[config.mk]
export PLATFORM = sky130hd
export DESIGN_NAME = crlf_line_frame_receiver_unit
export DESIGN_NICKNAME = d
export VERILOG_FILES = /design/src/rtl/clfr_pkg.sv /design/src/rtl/clfr_ram.sv /design/src/rtl/crlf_line_frame_receiver_unit.sv
export SDC_FILE = /design/constraint.sdc
export NUM_CORES = 1
export LEC_CHECK = 0
export ABC_AREA = 1
export BUFFER_PORTS_ARGS = -buffer_cell sky130_fd_sc_hd__buf_2
export CORE_ASPECT_RATIO = 0.5
export CORE_MARGIN = 4
export CORE_UTILIZATION = 25
export CTS_CLUSTER_SIZE = 16
export DETAILED_ROUTE_END_ITERATION = 6
export GPL_TIMING_DRIVEN = 0
export PLACE_DENSITY = 0.52
export SLEW_MARGIN = 5
export SYNTH_ARGS = -nofsm -noshare
export SYNTH_HDL_FRONTEND = slang
export SYNTH_HIERARCHICAL = 1
export SYNTH_SLANG_ARGS = --single-unit
[constraint.sdc]
create_clock -name clk -period 2.6 [get_ports clk]
set_clock_uncertainty 0.15 [all_clocks]
set_input_delay 0 -clock clk [delete_from_list [all_inputs] [get_ports clk]]
set_output_delay 0 -clock clk [all_outputs]
set_load 0.005 [all_outputs]
[src/rtl/clfr_pkg.sv]
// Shared constants and types for the CR LF line frame receiver.
// Used by the top level and the testbench; depends on nothing.
`default_nettype none
package clfr_pkg;

  // Field widths fixed by the interface.
  localparam int unsigned CNT_W   = 7;
  localparam int unsigned BYTE_W  = 8;
  localparam int unsigned OP_W    = 2;
  localparam int unsigned CFG_IDX_W = 2;

  // Default store depth.
  localparam int unsigned STORE_DEPTH_DEF = 128;

  // Line framing characters.
  localparam logic [BYTE_W-1:0] CHAR_CR = 8'h0D;
  localparam logic [BYTE_W-1:0] CHAR_LF = 8'h0A;

  // Register reset values.
  localparam logic [CNT_W-1:0]  MAX_LENGTH_RST      = 7'd100;
  localparam logic [CNT_W-1:0]  REJECT_POSITION_RST = 7'd5;
  localparam logic [BYTE_W-1:0] REJECT_VALUE_RST    = 8'hA4;

  // Configuration register indexes.
  localparam logic [CFG_IDX_W-1:0] CFG_MAX_LENGTH      = 2'd0;
  localparam logic [CFG_IDX_W-1:0] CFG_REJECT_POSITION = 2'd1;
  localparam logic [CFG_IDX_W-1:0] CFG_REJECT_VALUE    = 2'd2;

  // Request opcodes.
  typedef enum logic [OP_W-1:0] {
    OP_RX_BYTE = 2'd0,
    OP_READ    = 2'd1,
    OP_RELEASE = 2'd2
  } opcode_t;

endpackage
`default_nettype wire

[src/rtl/clfr_ram.sv]
// Generic single-port-write, single-port-read RAM with registered read data.
// Stand-alone; no package dependency.
`default_nettype none
module clfr_ram #(
  parameter int unsigned WIDTH = 8,
  parameter int unsigned DEPTH = 128,
  localparam int unsigned AW = (DEPTH > 1) ? $clog2(DEPTH) : 1
) (
  input  wire logic             clk,
  input  wire logic             wr_en,
  input  wire logic [AW-1:0]    wr_addr,
  input  wire logic [WIDTH-1:0] wr_data,
  input  wire logic             rd_en,
  input  wire logic [AW-1:0]    rd_addr,
  output logic      [WIDTH-1:0] rd_data
);

  logic [WIDTH-1:0] mem [DEPTH];

  always_ff @(posedge clk) begin
    if (wr_en) begin
      mem[wr_addr] <= wr_data;
    end
    // Read data holds when no read is issued.
    if (rd_en) begin
      rd_data <= mem[rd_addr];
    end
  end

endmodule
`default_nettype wire

[src/rtl/crlf_line_frame_receiver_unit.sv]
// Top level of the CR LF line frame receiver: framing control, line store and
// result buffering. Depends on clfr_pkg and clfr_ram.
`default_nettype none
// How to use this block:
// Requests enter on the in_ channel (in_valid / in_stall). Each request is one
// of three opcodes: a received serial byte, a read of a stored byte by index,
// or a release of the held frame. Every request yields exactly one result on
// the out_ channel (out_valid / out_stall) carrying the frame flags, the line
// length after the request and, for reads, the stored byte.
// The framing state is updated in the cycle a request is accepted, and the
// line store RAM is written or read in that same cycle. The RAM read data is
// registered, so the result waits in a pipeline register and then moves into
// the output register, which drives out_valid; while the output register is
// stalled it stays in the pipeline register. Throughput is one request per
// cycle while in_stall is low; the framing update loop is combinational.
// The output register and the pipeline register together act as a skid:
// while a finished result waits on out_stall, one more request is still
// accepted. in_stall rises only when both registers hold results.
// Reset (rst_n low, synchronous) clears the count, flags, pipeline valids and
// restores the register defaults; the line store is not cleared, and reading
// an entry that was never written returns an undefined byte.
// Configuration writes (cfg_valid / cfg_ready) are always accepted and should
// only be made while no request is in flight.
module crlf_line_frame_receiver_unit #(
  parameter int unsigned STORE_DEPTH = clfr_pkg::STORE_DEPTH_DEF
) (
  input  wire logic                            clk,
  input  wire logic                            rst_n,
  // Request channel.
  input  wire logic                            in_valid,
  output logic                                 in_stall,
  input  wire logic [clfr_pkg::OP_W-1:0]       in_opcode,
  input  wire logic [clfr_pkg::BYTE_W-1:0]     in_rx_byte,
  input  wire logic [clfr_pkg::CNT_W-1:0]      in_read_index,
  // Result channel.
  output logic                                 out_valid,
  input  wire logic                            out_stall,
  output logic                                 out_frame_ready,
  output logic                                 out_frame_done,
  output logic                                 out_cr_pending,
  output logic      [clfr_pkg::CNT_W-1:0]      out_length,
  output logic      [clfr_pkg::BYTE_W-1:0]     out_read_data,
  // Configuration write channel.
  input  wire logic                            cfg_valid,
  output logic                                 cfg_ready,
  input  wire logic [clfr_pkg::CFG_IDX_W-1:0]  cfg_index,
  input  wire logic [clfr_pkg::BYTE_W-1:0]     cfg_data
);

  localparam int unsigned CNT_W  = clfr_pkg::CNT_W;
  localparam int unsigned BYTE_W = clfr_pkg::BYTE_W;
  localparam int unsigned AW     = (STORE_DEPTH > 1) ? $clog2(STORE_DEPTH) : 1;
  // Compare width that holds both a count or index and the depth itself.
  localparam int unsigned CMP_W  = (AW + 1 > CNT_W) ? AW + 1 : CNT_W;

  // Configuration registers.
  logic [CNT_W-1:0]  max_length_r;
  logic [CNT_W-1:0]  reject_pos_r;
  logic [BYTE_W-1:0] reject_val_r;

  // Framing state.
  logic [CNT_W-1:0] byte_count_r, byte_count_nxt;
  logic             cr_seen_r, cr_seen_nxt;
  logic             done_r, done_nxt;
  logic             ready_nxt;

  // Pipeline register (waits for RAM read data) and output register.
  logic             p_valid_r;
  logic             p_ready_r, p_done_r, p_cr_r, p_rd_hit_r;
  logic [CNT_W-1:0] p_len_r;

  logic              o_valid_r;
  logic              o_ready_r, o_done_r, o_cr_r;
  logic [CNT_W-1:0]  o_len_r;
  logic [BYTE_W-1:0] o_data_r;

  logic              accept;
  logic              o_free;
  logic              p_move;
  logic              is_rx, is_read, is_release;
  logic              wr_en, rd_en;
  logic [CNT_W:0]    count_inc;
  logic [AW-1:0]     wr_addr, rd_addr;
  logic [BYTE_W-1:0] ram_q;

  // ---------------------------------------------------------------------------
  // Handshakes. The output register frees up when empty or taken this cycle;
  // the pipeline register moves forward whenever the output register is free.
  // ---------------------------------------------------------------------------
  assign o_free   = !o_valid_r || !out_stall;
  assign p_move   = p_valid_r && o_free;
  assign in_stall = p_valid_r && !o_free;
  assign accept   = in_valid && !in_stall;
  assign cfg_ready = 1'b1;

  assign is_rx      = (in_opcode == clfr_pkg::OP_RX_BYTE);
  assign is_read    = (in_opcode == clfr_pkg::OP_READ);
  assign is_release = (in_opcode == clfr_pkg::OP_RELEASE);

  // ---------------------------------------------------------------------------
  // Framing update for one request.
  // ---------------------------------------------------------------------------
  assign count_inc = {1'b0, byte_count_r} + {{CNT_W{1'b0}}, 1'b1};

  always_comb begin
    byte_count_nxt = byte_count_r;
    cr_seen_nxt    = cr_seen_r;
    done_nxt       = done_r;
    ready_nxt      = 1'b0;
    wr_en          = 1'b0;
    if (is_release) begin
      byte_count_nxt = '0;
      cr_seen_nxt    = 1'b0;
      done_nxt       = 1'b0;
    end else if (is_rx && !done_r) begin
      if (cr_seen_r) begin
        // Line feed completes the frame; anything else restarts the line.
        if (in_rx_byte == clfr_pkg::CHAR_LF) begin
          done_nxt  = 1'b1;
          ready_nxt = 1'b1;
        end else begin
          byte_count_nxt = '0;
          cr_seen_nxt    = 1'b0;
        end
      end else if (in_rx_byte == clfr_pkg::CHAR_CR) begin
        cr_seen_nxt = 1'b1;
      end else begin
        // The byte is stored even when the new count then restarts the line.
        wr_en = (CMP_W'(byte_count_r) < CMP_W'(STORE_DEPTH));
        if (count_inc > {1'b0, max_length_r}) begin
          byte_count_nxt = '0;
        end else if ((reject_pos_r != '0) && (count_inc[CNT_W-1:0] == reject_pos_r) &&
                     (in_rx_byte == reject_val_r)) begin
          byte_count_nxt = '0;
        end else begin
          byte_count_nxt = count_inc[CNT_W-1:0];
        end
      end
    end
  end

  assign wr_addr = AW'(byte_count_r);
  assign rd_addr = AW'(in_read_index);
  assign rd_en   = accept && is_read && (CMP_W'(in_read_index) < CMP_W'(STORE_DEPTH));

  clfr_ram #(
    .WIDTH (BYTE_W),
    .DEPTH (STORE_DEPTH)
  ) u_line_store (
    .clk     (clk),
    .wr_en   (accept && wr_en),
    .wr_addr (wr_addr),
    .wr_data (in_rx_byte),
    .rd_en   (rd_en),
    .rd_addr (rd_addr),
    .rd_data (ram_q)
  );

  // ---------------------------------------------------------------------------
  // Configuration registers.
  // ---------------------------------------------------------------------------
  always_ff @(posedge clk) begin
    if (!rst_n) begin
      max_length_r <= clfr_pkg::MAX_LENGTH_RST;
      reject_pos_r <= clfr_pkg::REJECT_POSITION_RST;
      reject_val_r <= clfr_pkg::REJECT_VALUE_RST;
    end else if (cfg_valid && cfg_ready) begin
      unique case (cfg_index)
        clfr_pkg::CFG_MAX_LENGTH:      max_length_r <= cfg_data[CNT_W-1:0];
        clfr_pkg::CFG_REJECT_POSITION: reject_pos_r <= cfg_data[CNT_W-1:0];
        clfr_pkg::CFG_REJECT_VALUE:    reject_val_r <= cfg_data;
        default: ;
      endcase
    end
  end

  // ---------------------------------------------------------------------------
  // Framing state and pipeline control.
  // ---------------------------------------------------------------------------
  always_ff @(posedge clk) begin
    if (!rst_n) begin
      byte_count_r <= '0;
      cr_seen_r    <= 1'b0;
      done_r       <= 1'b0;
      p_valid_r    <= 1'b0;
      o_valid_r    <= 1'b0;
    end else begin
      if (accept) begin
        byte_count_r <= byte_count_nxt;
        cr_seen_r    <= cr_seen_nxt;
        done_r       <= done_nxt;
      end
      if (accept) begin
        p_valid_r <= 1'b1;
      end else if (p_move) begin
        p_valid_r <= 1'b0;
      end
      if (p_move) begin
        o_valid_r <= 1'b1;
      end else if (!out_stall) begin
        o_valid_r <= 1'b0;
      end
    end
  end

  // Payload registers.
  always_ff @(posedge clk) begin
    if (accept) begin
      p_ready_r  <= ready_nxt;
      p_done_r   <= done_nxt;
      p_cr_r     <= cr_seen_nxt;
      p_len_r    <= byte_count_nxt;
      p_rd_hit_r <= rd_en;
    end
    if (p_move) begin
      o_ready_r <= p_ready_r;
      o_done_r  <= p_done_r;
      o_cr_r    <= p_cr_r;
      o_len_r   <= p_len_r;
      o_data_r  <= p_rd_hit_r ? ram_q : '0;
    end
  end

  assign out_valid       = o_valid_r;
  assign out_frame_ready = o_ready_r;
  assign out_frame_done  = o_done_r;
  assign out_cr_pending  = o_cr_r;
  assign out_length      = o_len_r;
  assign out_read_data   = o_data_r;

endmodule
`default_nettype wire

**After elaboration in Yosys (flattened, before gate mapping)**

Memory sizes are Yosys's and may differ from the RTL's. A register that Yosys moved wholly into a read port is not among the register bits.
Cells that the tools add are included.

- Bits in writable memories: 1,024
- Register bits after elaboration: 62
- Memories: 1
- Bits of input ports: 32
- Output and inout port bits: 21

Memory list:

| memory | depth | width | read ports | clocked after Yosys merged registers in | write ports | RTL line | source |
|---|---|---|---|---|---|---|---|
| u_line_store.mem | 128 | 8 | 1 | 1 | 1 | clfr_ram.sv:18 | `logic [WIDTH-1:0] mem [DEPTH];` |

- Multiplexer cells: 26
- $add $sub $neg: 1
- Equal/unequal tests: 9
- Order comparisons: 1
- Reduce and logical (&&, ||, !) cells: 22
- Bitwise gates (word level): 2

Operator list:

| kind | count |
|---|---|
| $mux W7 | 7 |
| $mux W1 | 19 |
| $eq A8 B4 Y1 const B | 2 |
| $add A7 B1 Y8 const B | 1 |
| $eq A8 B8 Y1 | 1 |
| $gt A8 B7 Y1 | 1 |
| $logic_and A1 B1 Y1 | 8 |
| $eq A7 B7 Y1 | 1 |
| $reduce_bool A7 Y1 | 1 |
| $reduce_and A2 Y1 | 3 |
| $logic_not A1 Y1 | 5 |
| $eq A2 B1 Y1 const B | 2 |
| $eq A2 B2 Y1 const B | 2 |
| $logic_not A2 Y1 | 2 |
| $reduce_or A3 Y1 | 1 |
| $ne A2 B1 Y1 const B | 1 |
| $not A1 Y1 | 2 |
| $reduce_bool A2 Y1 | 1 |
| $logic_or A1 B1 Y1 | 1 |

**Logic depth before layout (Yosys ltp)**

- Depth after elaboration: 10
- Gate-level depth with buffers: 19
- Mapped depth without buffers: 19

**Hierarchy**

The synthesis kept the hierarchy.

Modules (own cells, without submodules):

| module | sequential area each (µm²) | area an instance (µm²) | cells an instance | instances |
|---|---|---|---|---|
| clfr_ram | 30,989.7 | 42,184.2 | 3,575 | 1 |
| crlf_line_frame_receiver_unit | 1,531.5 | 3,004.1 | 382 | 1 |

**Worst setup path before layout**

Ideal clock, no wire load.

- Kind: register -> register
- From: reg o_valid_r, in the netlist out_valid
- To: mem u_line_store.mem[105][0], enable pin
- Required time: 2.080 ns
- Arrival time: 2.034 ns
- Stages on the path, launching flop included: 11
- Path slack: 0.046 ns
- Clock period less this slack: 2.554 ns
- Cell sequence: dfxtp_1 -> nand2_1 -> nor2_1 -> inv_1 -> nand2_1 -> clkbuf_1 -> nor3_1 -> clkbuf_1 -> nand2_1 -> clkbuf_1 -> nor2_1

- Word-level cells in the longest chain between the ends: 9

Ends and longest elaborated chain:

| what | RTL line | source |
|---|---|---|
| start: declaration | crlf_line_frame_receiver_unit.sv:72 | `logic o_valid_r;` |
| start signal: assignment | crlf_line_frame_receiver_unit.sv:186 | `o_valid_r <= 1'b0;` |
| start signal: assignment | crlf_line_frame_receiver_unit.sv:199 | `o_valid_r <= 1'b1;` |
| start signal: assignment | crlf_line_frame_receiver_unit.sv:201 | `o_valid_r <= 1'b0;` |
| $logic_not A1 Y1 | crlf_line_frame_receiver_unit.sv:90 | `assign o_free = !o_valid_r \|\| !out_stall;` |
| $logic_or A1 B1 Y1 | crlf_line_frame_receiver_unit.sv:90 |  |
| $logic_not A1 Y1 | crlf_line_frame_receiver_unit.sv:92 | `assign in_stall = p_valid_r && !o_free;` |
| $logic_and A1 B1 Y1 | crlf_line_frame_receiver_unit.sv:92 |  |
| named net in_stall | crlf_line_frame_receiver_unit.sv:31 | `output logic in_stall,` |
| $logic_not A1 Y1 | crlf_line_frame_receiver_unit.sv:93 | `assign accept = in_valid && !in_stall;` |
| $logic_and A1 B1 Y1 | crlf_line_frame_receiver_unit.sv:93 |  |
| $logic_and A1 B1 Y1 | crlf_line_frame_receiver_unit.sv:151 | `.wr_en (accept && wr_en),` |
| $mux W1 | clfr_ram.sv:21 | `if (wr_en) begin` |
| $mux W1 (not written as such) | clfr_ram.sv:22 | `mem[wr_addr] <= wr_data;` |
| end: declaration | clfr_ram.sv:18 |  |

The timed path passes the listed nets, and every way through them passes these cells.

==> results.md <==
* HP Class: in -> reg
* CP required at 2880 ps
* P_sw at 9.09 mW
* Tot Pwr at 38.4 mW
* CP max FO at 10
* CTS sink count at 1094
* Post-Synth Simple-Gate Area at 0.233
* FP Rows at 109
* Async S/R FF share, synth at 0
* Outcome: complete, but fails checks
* Syn nets at 3997
* Synth-to-layout area growth at 23.9%
* Critical Path Start Type: input port
* Total GRT Usage at 0.161
* Ys Warns at 6
* Cell taking the most area after synthesis: edfxtp_1
* PnR worst setup slack at -24.6 ps
* Placed cell areas at 48700 um^2
* Sequential power share at 0.507
* DRT Pass-1 Iters at 5
* WP data arrival at 2900 ps
* PD cells at 685 nW/um^2
* Crit-path slowest cell: clkbuf_1
* CTS max path bufs at 3
* CTS HTree Levels at 3
* Worst slack at placement at -2150 ps
* Adder-Cell Fraction of Synth Area at 0.00222
* Syn Std Cell Area at 45200 um^2
* Synth unique cells at 30
* Die ar. at 188000 um^2
* Placeable Area at 178000 um^2
* GRT overflow at 0
* Total CTS buffers at 112
* Worst setup path category: in -> reg
* Layout Cells excl Fill at 6809
* Worst Max-Slew Pin Slew at 1330 ps
* Final instance area at 56000 um^2
* Routed wire length at 157000 um
* Ys flop type: edfxtp_1
* Sw Ratio at 0.237
* Share of cells above drive strength 1 at 0.173
* Clock power share at 0.415
* Post-synth EDFFs at 1061
* Failing checks: setup timing
* Largest stage delay on the critical path at 920 ps
* XOR/XNOR Fraction of Synth Area at 0.00136
* Vias in the first global route at 31200
* Root Driver: clkbuf_16
* CTS clk-pin slew, worst paths at 60 ps
* Largest net degree at the start of global routing at 113
* Cell-internal power at 29.3 mW
* Final hold viol count at 0
* Initial core utilization at 0.254
* Compound-Gate Fraction of Synth Area at 0.00562
* Max VDD drop at 0.000490 V
* Flops & latches, synth at 1094
* Global-route wire length before repair at 221000 um
* Most frequent CP cell: nand2_1
* Port Buf Inserts at 45
* Die W at 609 um
* DR DRC count at 0
* Fmax at 381 MHz
* Syn_area_per_cell at 11.4 um^2
* Vias at 33200
* Post-synthesis mux area share at 0
* Worst skew pair latency at 740 ps
* Post-Place Cells at 6397
* DRT iter0 DRCs at 4256
* Slew Limit Fails at 0
* Placer Congestion at 0.976
* Rel. slew slack at 0.115
* Sequential share of the synthesized area at 0.720
* RSZ-0062 raised after global routing: yes
* Main combinational cell family by area after synthesis: simple AND/OR/NAND/NOR gates
* Register-to-register setup slack at 0 ps
* IO Pins at 53
* Cells after Synth at 3957
* Fin nets at 4369
* Leak at 19.9 nW
* Die Ht at 309 um
* Setup Viol. Count Final at 7
* Max cap viols at 0
* Initial antenna violation count at 7
* TritonCTS clock tree: yes
* Post-DP HPWL at 106000 um
* Period utilization at 1.01
* Tmin final at 2620 ps
* Worst Setup End Kind: flop
* Combinational share of power at 0.078
* DR vias/cell at 4.87
* Worst-path cell chain: buf_2, clkbuf_1, clkbuf_1, nand3_1, nand2_1, nand2_1, nand3_1, nand2_1, nand2_1, nand2_1
* Synth top area share at 0.705
* Top cells by area, synth: edfxtp_1, nand2_1, nand3_1, dfxtp_1, nor2_1
* Routed length per placed instance at 23.0 um
* Routed Antenna Nets at 0
-- power by group through the flow --
stage / registers (mW) / logic [mW] / clock network [mW]
2_1_floorplan: 19.8 / 1.35 / 0
3_3_place_gp: 19.9 / 2.62 / 0
3_5_place_dp: 19.8 / 2.69 / 0
4_1_cts: 19.4 / 2.86 / 16.2
5_1_grt: 19.4 / 3.18 / 16.9
6_report: 19.4 / 2.99 / 15.9
-- state kept, by name, indices dropped and copies added, names as in the netlist, 7 cells and up --
| name | count |
|---|---|
| reject_pos_r | 7 |
| reject_val_r | 8 |
| p_len_r | 7 |
| u_line_store/mem | 1024 |
| max_length_r | 7 |
| out_read_data | 8 |
| out_length | 7 |
| u_line_store/rd_data | 8 |
| byte_count_r | 7 |
-- per-stage QoR --
step	hold slack (ps)	utilization	setup TNS (ps)
5_1_grt	47.7	0.314	-183
2_1_floorplan	-51.1	-	0
6_report	56.0	0.314	-37.6
4_1_cts	7.07	0.312	-3340
3_5_place_dp	73.1	0.273	-1600410
3_3_place_gp	63.5	0.272	-3752700
-- cell families after synthesis --
| family | after synthesis |
|---|---|
| other | 1 |
| adders and majority gates | 8 |
| and+or+nand+nor | 2470 |
| buffers and inverters | 329 |
| xor gates and xnor gates | 7 |
| DFF | 1094 |
| AOI/OAI and AO/OA | 48 |
-- path summary, 6_finish.rpt --
| kind | from | endpoint | depth (start not counted) |
|---|---|---|---|
| min | out_stall | out_length[3] | 3 |
| max reg2reg | byte_count_r[4] | u_line_store/mem[104][0] | 4 |
| max | in_read_index[3] | u_line_store/rd_data[0] | 10 |
| min reg2reg | p_cr_r | out_cr_pending | 0 |
-- synthesized netlist by cell type, drive strengths merged (12+ instances only) --
library cell  instances
nor2                169
inv                  89
nor3                 12
edfxtp             1061
buf                 200
dfxtp                33
nand3               964
a21oi                28
o21ai                14
nand2              1315
clkbuf               39
-- cell type report --
| class | instances | area (um^2) |
|---|---|---|
| Fill cell | 17800 | 122000 |
| Sequential cell | 1094 | 32500 |
| Multi-Input combinational cell | 2534 | 12000 |
| Tap cell | 2386 | 2990 |
| Clock buffer | 134 | 2930 |
| Timing Repair Buffer | 258 | 2900 |
| Buffer | 239 | 1560 |
| Clock inverter | 72 | 686 |
| Inverter | 90 | 355 |
| Antenna cell | 2 | 5.00 |
-- critical path: cells and delay by family --
family / cells / cell delay (ps)
buf+inv: 3 / 1860
simple gates: 7 / 1030
-- metal layers --
layer	vias to the layer above	GRT usage	routed length [um]
li1	14600	-	-
met1	16500	0.217	64400
met2	1743	0.253	70200
met3	341	0.0315	14700
met4	0	0.0712	7290
met5	-	0	0
-- cell usage in the layout, fill, tap and decap left out, drive strengths merged, types with 11 or more instances in the layout --
cell type | netlist | layout
nand2 | 1315 | 1315
dfxtp | 33 | 33
a21oi | 28 | 28
nor2 | 169 | 169
dlygate4sd3 | 0 | 54
clkbuf | 39 | 177
o21ai | 14 | 14
clkinv | 1 | 53
nand3 | 964 | 964
edfxtp | 1061 | 1061
inv | 89 | 91
nor3 | 12 | 12
bufinv | 0 | 11
buf | 200 | 400
-- timing repair --
action / 4_1_cts / 5_1_grt
gates resized for setup: 280 / 105
buffers inserted: 128 / 11
endpoints found under the hold margin: 1107 / 0
hold buffers: 58 / 0
gates cloned: 8 / 0
setup endpoints to repair: 1038 / 1009
pin swaps: 90 / 19
No activity file was read; power rests on OpenSTA's default activity.
